$ cat src/design/asd_pkg.sv
`timescale 1ns / 1ps

package asd_pkg;

  localparam int WINDOW_DEF   = 5;
  localparam int AXES         = 3;
  localparam int SAMPLE_W     = 16;
  localparam int THRESHOLD_W  = 16;
  localparam int PERIOD_W     = 8;
  localparam int CFG_DATA_W   = 16;
  localparam int CFG_IDX_W    = 1;
  localparam int AXIS_GAP_W   = 16;
  localparam int GLOBAL_GAP_W = 9;

  localparam logic [CFG_IDX_W-1:0] REG_THRESHOLD       = 1'd0;
  localparam logic [CFG_IDX_W-1:0] REG_MIN_STEP_PERIOD = 1'd1;

  localparam logic [THRESHOLD_W-1:0] THRESHOLD_RST = 16'd10;
  localparam logic [PERIOD_W-1:0]    PERIOD_RST    = 8'd10;

  // A trend entry is a two-bit two's complement value of -1, 0 or +1.
  typedef logic [1:0] trend_t;

  localparam trend_t TREND_ZERO = 2'b00;
  localparam trend_t TREND_UP   = 2'b01;
  localparam trend_t TREND_DOWN = 2'b11;

  typedef struct packed {
    logic                   advance;
    logic                   first;
    logic [THRESHOLD_W-1:0] threshold;
    logic [PERIOD_W-1:0]    min_step_period;
  } asd_ctl_t;

endpackage

$ cat src/design/asd_if.sv
`timescale 1ns / 1ps

interface asd_sample_if
  import asd_pkg::*;
  ();
  logic                       valid;
  logic                       ready;
  logic signed [SAMPLE_W-1:0] accel_x;
  logic signed [SAMPLE_W-1:0] accel_y;
  logic signed [SAMPLE_W-1:0] accel_z;

  modport source (output valid, output accel_x, output accel_y, output accel_z, input ready);
  modport sink (input valid, input accel_x, input accel_y, input accel_z, output ready);
endinterface

interface asd_result_if;
  logic valid;
  logic ready;
  logic step_detected;

  modport source (output valid, output step_detected, input ready);
  modport sink (input valid, input step_detected, output ready);
endinterface

$ cat src/design/accel_step_detector.sv
`timescale 1ns / 1ps
// Path: an accepted sample is registered in s1, and its result in the result register.
// Throughput: one sample per cycle unless the result stalls; the per-axis window and
// gap updates and the global gap update all close in the single compute stage.
// Reset (synchronous, active high) clears the windows, fill indexes and gap counters,
// rearms first-sample handling, and sets threshold and min_step_period to 10.

module accel_step_detector
  import asd_pkg::*;
#(
  parameter int WINDOW = WINDOW_DEF
) (
  input  logic                  clk,
  input  logic                  rst,
  input  logic                  cfg_we,
  input  logic [CFG_IDX_W-1:0]  cfg_index,
  input  logic [CFG_DATA_W-1:0] cfg_data,
  asd_sample_if.sink            samples,
  asd_result_if.source          steps
);

  logic [THRESHOLD_W-1:0] threshold;
  logic [PERIOD_W-1:0]    min_step_period;

  logic                       s1_valid;
  logic signed [SAMPLE_W-1:0] s1_x;
  logic signed [SAMPLE_W-1:0] s1_y;
  logic signed [SAMPLE_W-1:0] s1_z;
  logic                       s1_adv;

  logic                     first;
  logic [GLOBAL_GAP_W-1:0]  global_gap;
  logic [GLOBAL_GAP_W-1:0]  gap_inc;
  logic [GLOBAL_GAP_W-1:0]  global_gap_next;
  logic                     step_next;

  logic signed [SAMPLE_W-1:0] axis_sample [AXES];
  logic [AXES-1:0]            axis_hit;
  asd_ctl_t                   ctl;

  always_ff @(posedge clk) begin
    if (rst) begin
      threshold <= THRESHOLD_RST;
      min_step_period <= PERIOD_RST;
    end else if (cfg_we) begin
      case (cfg_index)
        REG_THRESHOLD: threshold <= THRESHOLD_W'(cfg_data);
        REG_MIN_STEP_PERIOD: min_step_period <= PERIOD_W'(cfg_data);
        default: ;
      endcase
    end
  end

  assign s1_adv = s1_valid && (!steps.valid || steps.ready);
  assign samples.ready = !s1_valid || s1_adv;

  always_ff @(posedge clk) begin
    if (rst) begin
      s1_valid <= 1'b0;
    end else if (samples.ready) begin
      s1_valid <= samples.valid;
    end
  end

  always_ff @(posedge clk) begin
    if (samples.valid && samples.ready) begin
      s1_x <= samples.accel_x;
      s1_y <= samples.accel_y;
      s1_z <= samples.accel_z;
    end
  end

  assign axis_sample[0] = s1_x;
  assign axis_sample[1] = s1_y;
  assign axis_sample[2] = s1_z;

  assign ctl = '{advance: s1_adv, first: first, threshold: threshold,
                 min_step_period: min_step_period};

  for (genvar a = 0; a < AXES; a++) begin : g_axis
    asd_axis #(
      .WINDOW(WINDOW)
    ) u_axis (
      .clk(clk),
      .rst(rst),
      .ctl(ctl),
      .sample(axis_sample[a]),
      .hit(axis_hit[a])
    );
  end

  always_comb begin
    gap_inc = (global_gap == '1) ? global_gap : global_gap + GLOBAL_GAP_W'(1);
    step_next = (|axis_hit) && (gap_inc > GLOBAL_GAP_W'(min_step_period));
    global_gap_next = step_next ? '0 : gap_inc;
  end

  always_ff @(posedge clk) begin
    if (rst) begin
      first <= 1'b1;
      global_gap <= '0;
      steps.valid <= 1'b0;
    end else begin
      if (s1_adv) begin
        first <= 1'b0;
        global_gap <= global_gap_next;
        steps.valid <= 1'b1;
      end else if (steps.ready) begin
        steps.valid <= 1'b0;
      end
    end
  end

  always_ff @(posedge clk) begin
    if (s1_adv) begin
      steps.step_detected <= step_next;
    end
  end

  a_adv_gives_result: assert property (@(posedge clk) disable iff (rst)
    s1_adv |=> steps.valid)
    else $error("computed item did not reach the result register");

  a_accept_fills_stage: assert property (@(posedge clk) disable iff (rst)
    samples.valid && samples.ready |=> s1_valid)
    else $error("accepted item lost before the compute stage");

  a_step_clears_gap: assert property (@(posedge clk) disable iff (rst)
    s1_adv && step_next |=> global_gap == '0 && steps.step_detected)
    else $error("reported step did not clear the global gap counter");

  a_first_once: assert property (@(posedge clk) disable iff (rst)
    s1_adv |=> !first)
    else $error("first-sample flag survived a computed item");

endmodule

$ cat src/design/asd_axis.sv
`timescale 1ns / 1ps

module asd_axis
  import asd_pkg::*;
#(
  parameter int WINDOW = WINDOW_DEF
) (
  input  logic                       clk,
  input  logic                       rst,
  input  asd_ctl_t                   ctl,
  input  logic signed [SAMPLE_W-1:0] sample,
  output logic                       hit
);

  localparam int WLEN   = WINDOW + 2;
  localparam int LAST   = WINDOW + 1;
  localparam int FILL_W = $clog2(WLEN);
  localparam int CNT_W  = $clog2(WINDOW + 1);
  localparam logic [FILL_W-1:0] LAST_IDX = FILL_W'(LAST);
  localparam logic [FILL_W-1:0] REFILL   = FILL_W'(2);

  logic signed [SAMPLE_W-1:0] prev;
  trend_t                     win [WLEN];
  logic [FILL_W-1:0]          fill;
  logic [AXIS_GAP_W-1:0]      gap;

  trend_t                     win_next [WLEN];
  logic [FILL_W-1:0]          fill_next;
  logic [AXIS_GAP_W-1:0]      gap_next;

  logic signed [SAMPLE_W:0] diff;
  logic [SAMPLE_W:0]        mag;
  trend_t                   q;
  trend_t                   wa [WLEN];
  logic                     found;
  logic [FILL_W-1:0]        first_diff;
  logic [CNT_W-1:0]         n_zero;
  logic [CNT_W-1:0]         n_up;
  logic [CNT_W-1:0]         n_down;
  trend_t                   pick;
  logic                     pair;
  logic [AXIS_GAP_W-1:0]    gap_inc;

  always_comb begin
    if (ctl.first) begin
      diff = '0;
    end else begin
      diff = {sample[SAMPLE_W-1], sample} - {prev[SAMPLE_W-1], prev};
    end
    mag = diff[SAMPLE_W] ? -diff : diff;
    if (mag > {1'b0, ctl.threshold}) begin
      q = diff[SAMPLE_W] ? TREND_DOWN : TREND_UP;
    end else begin
      q = TREND_ZERO;
    end

    for (int j = 0; j < WLEN; j++) begin
      wa[j] = (fill == FILL_W'(j)) ? q : win[j];
    end

    found = 1'b0;
    first_diff = '0;
    for (int i = 1; i <= WINDOW; i++) begin
      if (!found && wa[i] != wa[0]) begin
        found = 1'b1;
        first_diff = FILL_W'(i);
      end
    end

    n_zero = '0;
    n_up = '0;
    n_down = '0;
    for (int i = 1; i <= WINDOW; i++) begin
      if (wa[i] == TREND_ZERO) begin
        n_zero = n_zero + CNT_W'(1);
      end else if (wa[i] == TREND_UP) begin
        n_up = n_up + CNT_W'(1);
      end else begin
        n_down = n_down + CNT_W'(1);
      end
    end
    if (n_zero > n_up && n_zero > n_down) begin
      pick = TREND_ZERO;
    end else if (n_up > n_zero && n_up > n_down) begin
      pick = TREND_UP;
    end else if (n_down > n_up && n_down > n_zero) begin
      pick = TREND_DOWN;
    end else begin
      pick = wa[LAST];
    end

    win_next = wa;
    fill_next = fill + FILL_W'(1);
    if (fill == LAST_IDX) begin
      if (!found) begin
        win_next[1] = wa[LAST];
        fill_next = REFILL;
      end else if (first_diff == FILL_W'(1)) begin
        for (int j = 2; j <= WINDOW; j++) begin
          win_next[j] = pick;
        end
        win_next[0] = pick;
        win_next[1] = wa[LAST];
        fill_next = REFILL;
      end else begin
        for (int s = 2; s <= WINDOW; s++) begin
          if (first_diff == FILL_W'(s)) begin
            for (int k = 0; k <= WLEN - s; k++) begin
              win_next[k] = wa[s - 1 + k];
            end
          end
        end
        fill_next = FILL_W'(WINDOW + 3) - first_diff;
      end
    end

    pair = 1'b0;
    for (int i = 1; i <= WINDOW; i++) begin
      if (win_next[i-1] == TREND_UP && win_next[i] == TREND_DOWN) begin
        pair = 1'b1;
      end
    end

    gap_inc = (gap == '1) ? gap : gap + AXIS_GAP_W'(1);
    hit = (fill_next == REFILL) && pair && (gap_inc > AXIS_GAP_W'(ctl.min_step_period));
    gap_next = hit ? '0 : gap_inc;
  end

  always_ff @(posedge clk) begin
    if (rst) begin
      win <= '{default: TREND_ZERO};
      fill <= '0;
      gap <= '0;
    end else if (ctl.advance) begin
      win <= win_next;
      fill <= fill_next;
      gap <= gap_next;
    end
  end

  always_ff @(posedge clk) begin
    if (ctl.advance) begin
      prev <= sample;
    end
  end

endmodule
$ cat src/flat_wrapper.sv
// flat-port wrapper written by rule: the top's interface ports become plain ports
module accel_step_detector_flat import asd_pkg::*;
#(
  parameter int WINDOW = WINDOW_DEF
)
  (clk, rst, cfg_we, cfg_index, cfg_data, samples_valid, samples_accel_x, samples_accel_y, samples_accel_z, samples_ready, steps_valid, steps_step_detected, steps_ready);
  asd_sample_if samples_i ();
  asd_result_if steps_i ();
  input  logic clk;
  input  logic rst;
  input  logic cfg_we;
  input  logic [CFG_IDX_W-1:0] cfg_index;
  input  logic [CFG_DATA_W-1:0] cfg_data;
  input wire logic [$bits(samples_i.valid)-1:0] samples_valid;
  input wire logic [$bits(samples_i.accel_x)-1:0] samples_accel_x;
  input wire logic [$bits(samples_i.accel_y)-1:0] samples_accel_y;
  input wire logic [$bits(samples_i.accel_z)-1:0] samples_accel_z;
  output wire logic [$bits(samples_i.ready)-1:0] samples_ready;
  output wire logic [$bits(steps_i.valid)-1:0] steps_valid;
  output wire logic [$bits(steps_i.step_detected)-1:0] steps_step_detected;
  input wire logic [$bits(steps_i.ready)-1:0] steps_ready;
  assign samples_i.valid = samples_valid;
  assign samples_i.accel_x = samples_accel_x;
  assign samples_i.accel_y = samples_accel_y;
  assign samples_i.accel_z = samples_accel_z;
  assign samples_ready = samples_i.ready;
  assign steps_valid = steps_i.valid;
  assign steps_step_detected = steps_i.step_detected;
  assign steps_i.ready = steps_ready;
  accel_step_detector #(.WINDOW(WINDOW)) u_core (.clk(clk), .rst(rst), .cfg_we(cfg_we), .cfg_index(cfg_index), .cfg_data(cfg_data), .samples(samples_i), .steps(steps_i));
endmodule
$ cat config.mk
export PLATFORM = sky130hd
export DESIGN_NAME = accel_step_detector_flat
export DESIGN_NICKNAME = d
export VERILOG_FILES = /design/src/design/asd_pkg.sv /design/src/design/asd_if.sv /design/src/design/accel_step_detector.sv /design/src/design/asd_axis.sv /design/src/flat_wrapper.sv
export SDC_FILE = /design/constraint.sdc
export NUM_CORES = 1
export LEC_CHECK = 0
export ABC_AREA = 1
export BUFFER_PORTS_ARGS = -buffer_cell sky130_fd_sc_hd__buf_2
export CAP_MARGIN = 20
export CORE_MARGIN = 5
export CORE_UTILIZATION = 62
export DETAILED_ROUTE_END_ITERATION = 10
export PLACE_DENSITY_LB_ADDON = 0.12
export RECOVER_POWER = 100
export SLEW_MARGIN = 20
export SYNTH_ARGS = -nofsm -noshare
export SYNTH_HDL_FRONTEND = slang
export SYNTH_SLANG_ARGS = --single-unit
$ cat constraint.sdc
create_clock -name clk -period 22 [get_ports clk]
set_clock_uncertainty 0.05 [all_clocks]
set_input_delay 4.4 -clock clk [delete_from_list [all_inputs] [get_ports clk]]
set_output_delay 4.4 -clock clk [all_outputs]
set_load 0.005 [all_outputs]
# After elaboration in Yosys (flattened, before gate mapping)
# Cells that the tools add are included.
# word_totals
ff_bits,232
inputBits,70
output_inout_bits,3
word_cells,509
# op_classes
n_addsub,52
order_cmp,25
eq_ne,100
mux,208
bitwise_logic,1
n_reduce_logical,83
# ops
operator,count
3-bit two-way mux,81
"3-bit by 1-bit adder with 3-bit output, second input constant",39
12-bit two-way mux,9
17-bit two-way mux,6
16-bit two-way mux,6
2-bit two-way mux,42
"2-bit by 1-bit == test with 1-bit output, second input constant",30
3-bit greater-than comparator,18
17-bit by 16-bit greater-than comparator with 1-bit output,3
17-bit negation,3
16-bit by 16-bit subtractor with 17-bit output,3
1-bit two-way mux,50
"16-bit by 1-bit adder with 16-bit output, second input constant",3
"16-bit == test, second input constant",3
16-bit by 8-bit greater-than comparator with 1-bit output,3
8-bit two-way mux,6
"3-bit by 2-bit == test with 1-bit output, second input constant",15
"3-bit == test, second input constant",15
1-bit logical AND,45
"2-bit == test, second input constant",15
2-bit zero test,15
10-bit two-way mux,3
2-bit != test,15
"3-bit by 1-bit == test with 1-bit output, second input constant",6
other kinds (13),35

# Longest topological paths before layout
# Gate-level depths: netlist of run 1.
# logic_depth
ltp_word,42
ltp_mapped,73
depth_no_buf,71

# Hierarchy
# From an unflattened synthesis of run 1, not the netlist that was laid out.
# hier_totals
hier_cells,3558
hier_area_um2,23053.4
# modules_own_cells
module,instances,cells_each,area_per_inst_um2,seq_area_each_um2
asd_axis (u_core.g_axis[2].u_axis),1,1102,6707.7,1141.1
asd_axis (u_core.g_axis[0].u_axis),1,1092,6631.4,1141.1
asd_axis (u_core.g_axis[1].u_axis),1,1073,6506.2,1141.1
accel_step_detector,1,291,3208.1,2192.1

# Least setup slack after synthesis of run 1
# No wires, ideal clock.
# synth_path
path_kind,input -> output
startpoint,in steps_ready
endpoint,out samples_ready
arrival_ns,4.549
t_required_ns,17.550
slack_ns,13.001
cell_stages,2
n_path_buf,0
cell_sequence,inv_1 -> nand3_1
# synth_via
elab_chain_cells,3
# synth_rtl
element,line_no,rtl
start: declaration,flat_wrapper.sv:21,input wire logic [$bits(steps_i.ready)-1:0] steps_ready;
1-bit logical OR,accel_step_detector.sv:54,assign s1_adv = s1_valid && (!steps.valid || steps.ready);
1-bit logical AND,accel_step_detector.sv:54,
1-bit logical OR,accel_step_detector.sv:55,assign samples.ready = !s1_valid || s1_adv;
end: declaration,flat_wrapper.sv:18,output wire logic [$bits(samples_i.ready)-1:0] samples_ready;
# Every way passes these cells.

# Worst setup path in the final report of run 1
# layout_path
startpoint,in steps_ready
endpoint,reg u_core.g_axis[2].u_axis.win[13] (netlist bit)
# layout_via
elab_chain_cells,2
# layout_rtl
element,line_no,rtl
1-bit logical OR,accel_step_detector.sv:54,
1-bit logical AND,accel_step_detector.sv:54,
end signal: assignment,asd_axis.sv:135,win <= win_next;
end: declaration,asd_axis.sv:23,trend_t win [WLEN];
# Every way passes these cells.
# A chain may end at the register's enable or synchronous reset.

==> flow_summary.json, run 1 <==
{
  "fp.dieW_um": 199,
  "synth_edf_count": 97,
  "start_util": 0.626,
  "holdBufCountCts": 0,
  "p_per_area_nw_per_um2": 74.2,
  "gp_congestion": 1.03,
  "core_area_um2": 35500,
  "maxCapViolations": 8,
  "hpwl_mm": 44.8,
  "drtPass1Iterations": 6,
  "synth.ff_latch_count": 232,
  "cp.required_ns": 22.24,
  "nets": 3728,
  "hold_depth": 0,
  "holdWs_ns": 0.402,
  "fmax_mhz": 68.5,
  "grt_pass1_wl_mm": 97.6,
  "synthArstFlopShare": 0,
  "final_layout_size_suffix_gt1_frac": 0.0764,
  "cts_resized": 0,
  "routed_via_density": 5.55,
  "ys_seq_area_frac": 0.253,
  "cts_buffers": 28,
  "synth_ff_type": "dfxtp_1",
  "grt_pass1_vias": 20400,
  "die_h_um": 199,
  "hp-class": "reg -> reg",
  "synthCells": 3400,
  "yosys_warnings": 0,
  "htree_levels": 1,
  "rr_endpoint": "u_core.global_gap[7]",
  "crit_arrival_ns": 14.84,
  "outcome": "complete, but fails checks",
  "port_buffers": 72,
  "first_iter_violations": 1566,
  "drcViolationCount": 0,
  "critPathMaxFanout": 106,
  "synth_fp_nets": 3695,
  "vias": 21800,
  "finalMaxSlewViolations": 494,
  "gr-max-usage-layer": "met2",
  "insertion_delay_ns": 0.57,
  "crit_cells": 9,
  "cp_common_cell": "clkbuf_1",
  "antenna_found_initial": 1,
  "cpLargestDelayFamily": "buffers and inverters",
  "root_buffer": "clkbuf_16",
  "worst-setup-path-type": "in -> reg",
  "critPathSlowestCell": "clkinvlp_2",
  "routed_wl_mm": 59.1,
  "critical_path.endpoint_type": "register",
  "rsz0062_at_grt": "false",
  "grt_max_degree": 107,
  "clkSinkCount": 232,
  "min_period_ns": 14.60,
  "fillers": 3238,
  "rows": 69,
  "setup_viol": 0,
  "r2r_slack_ns": 10.57,
  "overflow": 0,
  "path_cells": "buf_2 -> inv_1 -> nand2_1 -> nand2_4 -> clkbuf_1 -> clkinvlp_2 -> clkbuf_1 -> o21ai_0 -> a21oi_1",
  "use_met2": 0.513,
  "start_kind": "input port",
  "area_delta_synth_final_pct": 6.31,
  "grt_usage": 0.292,
  "postSynthAreaPerCell_um2": 6.53,
  "synth_area_um2": 22200,
  "violations": "capacitance limit, slew limit",
  "finalCritPeriodShare": 0.664,
  "grtUsageMet1": 0.377,
  "max_slew_margin": -1.98,
  "use_met3": 0.0359,
  "finalSetupTns_ns": 0,
  "clockBufferDepth": 3,
  "path_buf_inv": 5,
  "cts_tree": "built",
  "reg2regPathDepth": 63,
  "holdPathEnd": "u_core.g_axis[1].u_axis.prev[0]",
  "die-area_um2": 39700,
  "hp-start": "u_core.s1_y[0]",
  "post_cts_buffers": 0,
  "ir_drop_mv": 0.0810,
  "ys_types": 66,
  "hold_viol_final": 0,
  "clk_pin_slew_worst_paths_ns": 0.06,
  "r2r-start": "u_core.s1_y[0]",
  "max_stage_delay_ns": 4.20,
  "p_leak_nw": 12.0,
  "tightest_slew_ns": 4.46,
  "wire_per_inst_um": 15.1,
  "antenna_left": 0,
  "ios": 73
}
-- cell usage in the layout, fill, tap and decap left out, types with 12 or more instances in the layout --
cell / Yosys / layout
or2_2: 28 / 28
ha_1: 222 / 222
nand3_2: 12 / 12
o211ai_1: 17 / 17
o21ai_0: 151 / 151
a21oi_1: 246 / 246
dfxtp_1: 135 / 135
nor4_1: 15 / 15
nand2_1: 1007 / 1012
xnor2_1: 27 / 27
xor2_1: 87 / 87
clkbuf_1: 40 / 12
buf_2: 7 / 71
nand2_2: 34 / 32
nor2_1: 213 / 218
inv_2: 18 / 18
edfxtp_1: 97 / 97
o21ai_1: 25 / 25
nor2_2: 16 / 13
nand3_1: 262 / 263
inv_1: 516 / 514
clkbuf_16: 0 / 29
nor3_1: 43 / 43
nand4_1: 28 / 28
nand3b_1: 22 / 22
-- metrics by stage --
step | total power (W) | setup slack (ns) | instances | instance area (µm²) | utilization
after global routing | 0.00188 | 6.12 | 3917 | 23600 | 0.665
final | 0.00175 | 7.40 | 3917 | 23600 | 0.665
after detailed placement | 0.00128 | 12.22 | 3864 | 22800 | 0.642
after floorplan | 0.00111 | 13.00 | 3400 | 22200 | -
after global placement | 0.00125 | 12.37 | 3864 | 22800 | 0.642
after CTS | 0.00175 | 12.19 | 3916 | 23700 | 0.668
-- sequential cells by signal (all words and copies together), names as in the netlist, 16 cells and up --
register / cells
u_core.g_axis.u_axis.gap: 48
u_core.g_axis.u_axis.prev: 48
u_core.g_axis.u_axis.win: 42
u_core.s1_x: 16
u_core.s1_y: 16
u_core.s1_z: 16
u_core.threshold: 16
-- Yosys cell counts (all sizes together) (2+ instances only) --
library cell / count / area share
ha: 222 / 0.13
a21oi: 248 / 0.056
o21bai: 3 / 0.0010
o211ai: 17 / 0.0057
nand2: 1050 / 0.18
and2: 3 / 0.00085
fa: 3 / 0.0027
o21ai: 183 / 0.043
nand3: 279 / 0.068
edfxtp: 97 / 0.13
inv: 535 / 0.091
clkbuf: 40 / 0.0068
mux2: 4 / 0.0020
o22ai: 9 / 0.0025
o21a: 7 / 0.0024
buf: 33 / 0.012
nor2: 239 / 0.046
mux2i: 2 / 0.00090
o21ba: 2 / 0.00090
o2111ai: 2 / 0.00079
and3: 2 / 0.00056
nor3: 44 / 0.010
nand4: 29 / 0.0085
xor2: 87 / 0.034
xnor2: 27 / 0.011
a31oi: 9 / 0.0025
o31ai: 2 / 0.00068
nor4: 16 / 0.0048
nand3b: 22 / 0.0074
a211oi: 4 / 0.0014
or2: 28 / 0.0079
dfxtp: 135 / 0.12
a21boi: 4 / 0.0015
nor3b: 2 / 0.00090
dlygate4sd3: 2 / 0.00090
-- cells by family after synthesis --
| family | synth area share |
|---|---|
| adders and majority gates | 0.128 |
| xor gates and xnor gates | 0.0450 |
| muxes | 0.00293 |
| buffers and inverters | 0.111 |
| DFF | 0.253 |
| and+or+nand+nor | 0.340 |
| AOI/OAI and AO/OA | 0.120 |
-- where the power goes --
group / total, W / internal [W] / switching (W) / leakage, nW
Sequential: 0.000483 / 0.000472 / 0.0000116 / 2.03
Combinational: 0.000807 / 0.000268 / 0.000539 / 9.51
Clock: 0.000462 / 0.000271 / 0.000191 / 0.458
Total: 0.00175 / 0.00101 / 0.000741 / 12.0
-- worst max path at each step --
| stage | from | to |
|---|---|---|
| 6_report | steps_ready | u_core.g_axis[2].u_axis.win[13] |
| 5_1_grt | steps_ready | u_core.g_axis[1].u_axis.win[11] |
| 4_1_cts | u_core.s1_x[0] | u_core.global_gap[7] |
| 3_5_place_dp | u_core.s1_x[0] | u_core.global_gap[7] |
| 3_3_place_gp | u_core.s1_x[0] | u_core.global_gap[7] |
| 2_1_floorplan | steps_ready | samples_ready |
-- per-layer routing --
metal	up-vias	share of wire
met3	118	0.055
li1	11100	-
met1	9943	0.44
met5	-	0
met4	0	0.029
met2	643	0.47
-- area by class of cell --
type,instances,area (µm²),share of cell area
inverters,536,2020,0.0854
repair buffers,80,404,0.0171
flip-flops and latches,232,5620,0.238
diodes,1,2.50,0.000106
well taps,461,577,0.0244
clock buffers,42,820,0.0347
clock inverters,10,108,0.00456
multi-input cells,2555,14100,0.596
Note: power is estimated with default switching activity, not from simulation.
==> inputs of run 2 (changes only) <==
- CORE_UTILIZATION: 62 -> 58
- clock period: 22 -> 12.3 ns (I/O delays scaled with it)
==> run 2 against run 1 <==
The flow still finishes with violations (capacitance limit, slew limit). Die area is 6.5% higher. First-iteration DRC count down 1.9%. Design area is 0.66% higher. Core utilization fell by 3.6 points. Clock power is 91% higher. Largest power group unchanged.
==> flow_summary.json, run 2 (same netlist as run 1, synthesis figures left out) <==
{
  "cpLargestDelayFamily": "simple AND/OR/NAND/NOR gates",
  "critPathSlowestCell": "o21ai_0",
  "reg2regPathDepth": 59,
  "critPathMaxFanout": 19,
  "root_buffer": "clkbuf_16",
  "setup_viol": 0,
  "area_delta_synth_final_pct": 7.01,
  "ios": 73,
  "clk_pin_slew_worst_paths_ns": 0.07,
  "antenna_found_initial": 3,
  "reg.largest.list": "u_core.g_axis.u_axis.gap x48, u_core.g_axis.u_axis.prev x48, u_core.g_axis.u_axis.win x42",
  "cp_common_cell": "nand2_1",
  "crit_cells": 59,
  "rsz0062_at_grt": "false",
  "rows": 71,
  "p_total_w": 0.00317,
  "start_util": 0.588,
  "final_common_cell": "nand2_1",
  "maxCapViolations": 7,
  "outcome": "complete, but fails checks",
  "antenna_cells": 0,
  "first_iter_violations": 1536,
  "routed_via_density": 5.49,
  "clockBufferDepth": 3,
  "max_stage_delay_ns": 1.23,
  "cp.required_ns": 12.61,
  "cts_resized": 0,
  "fp.dieW_um": 206,
  "violations": "capacitance limit, slew limit",
  "die_h_um": 206,
  "port_buffers": 72,
  "wire_per_inst_um": 14.9,
  "path_buf_inv": 6,
  "grt_pass1_vias": 20600,
  "finalCritPeriodShare": 0.856,
  "max_slew_margin": -1.15,
  "insertion_delay_ns": 0.57,
  "vias": 21800,
  "worst-setup-path-type": "reg -> reg",
  "antenna_left": 0,
  "fmax_mhz": 95.0,
  "cts_tree": "built",
  "holdBufCountCts": 0,
  "drcViolationCount": 0,
  "grt_pass1_wl_mm": 98.4,
  "hold_viol_final": 0,
  "dp.cells": 3915,
  "finalMaxSlewViolations": 313,
  "final_layout_size_suffix_gt1_frac": 0.0769,
  "htree_levels": 1,
  "min_period_ns": 10.52,
  "core_area_um2": 37800,
  "cts_buffers": 28,
  "crit_arrival_ns": 10.83,
  "drtPass1Iterations": 6,
  "p_leak_nw": 12.0,
  "hold_depth": 0,
  "hpwl_mm": 45.7,
  "tightest_slew_ns": 3.23,
  "ir_drop_mv": 0.140,
  "post_cts_buffers": 0,
  "clkSinkCount": 232,
  "p_per_area_nw_per_um2": 134,
  "gp_congestion": 0.953,
  "finalSetupTns_ns": 0,
  "grt_usage": 0.277,
  "overflow": 0,
  "final_cell_mix": "nand2_1, inv_1, nand3_1",
  "fillers": 3571,
  "nets": 3730,
  "grt_max_degree": 92,
  "routed_wl_mm": 59.3,
  "critical_path.endpoint_type": "register",
  "stdcell_count": 3968,
  "hp-class": "reg -> reg",
  "start_kind": "register",
  "die-area_um2": 42300
}
[run 2: cell types whose count changed in the layout (fill, tap and decap cells not counted), moves of 3 or more]
| cell | change |
|---|---|
| clkbuf_1 | -5 |
| clkbuf_8 | -3 |
| nand2_2 | -3 |
| clkinv_1 | +3 |
| bufinv_16 | +3 |
| o21ai_0 | +7 |
| clkinvlp_4 | +5 |
| o21ai_1 | -6 |
[run 2: power by group]
group / switching, W / leakage [nW] / internal (W) / total (W)
registers: 0.0000214 / 2.03 / 0.000843 / 0.000865
logic: 0.000950 / 9.54 / 0.000476 / 0.00143
clock network: 0.000367 / 0.467 / 0.000516 / 0.000884
total: 0.00134 / 12.0 / 0.00184 / 0.00317
[run 2: worst paths after layout]
path                        from                              end  slack [ns]
setup / recovery  u_core.s1_x[0]             u_core.global_gap[2]        1.78
hold / removal    u_core.s1_y[5]  u_core.g_axis[1].u_axis.prev[5]        0.41
setup reg to reg  u_core.s1_x[0]             u_core.global_gap[2]        1.78
hold reg to reg   u_core.s1_y[5]  u_core.g_axis[1].u_axis.prev[5]        0.41
[run 2: layout make-up]
| cell class | instances | area [µm²] | share of cell area |
|---|---|---|---|
| inverters | 536 | 2020 | 0.0849 |
| clock buffers | 29 | 714 | 0.0301 |
| flip-flops and latches | 232 | 5620 | 0.236 |
| clock inverters | 23 | 280 | 0.0118 |
| repair buffers | 82 | 417 | 0.0175 |
| well taps | 511 | 639 | 0.0269 |
| multi-input cells | 2555 | 14100 | 0.593 |
[run 2: metal layers]
layer  track usage  part of all wire
met5             0           0.00083
met4        0.0746             0.028
met3        0.0385             0.056
met2         0.481              0.47
met1         0.361              0.44
[run 2: worst reg2reg max path, delay by kind of cell, from the launching register on]
kind | cells | cell delay, ns
AND/OR/NAND/NOR | 36 | 4.55
AO/OA/AOI/OAI | 7 | 2.35
adder cells (fa/ha/maj) | 6 | 1.78
buffers and inverters | 6 | 0.54
XOR/XNOR | 3 | 0.44
flip-flops | 1 | 0.35
multiplexers | 1 | 0.28
[run 2: stage by stage]
stage | utilization | setup WS, ns | cell area (µm²) | hold WS (ns)
2_1_floorplan | - | 4.27 | 22200 | 0.376
3_3_place_gp | 0.605 | 2.80 | 22800 | 0.383
3_5_place_dp | 0.605 | 2.59 | 22800 | 0.391
4_1_cts | 0.631 | 2.57 | 23800 | 0.405
5_1_grt | 0.629 | 0.844 | 23800 | 0.415
6_report | 0.629 | 1.78 | 23800 | 0.408
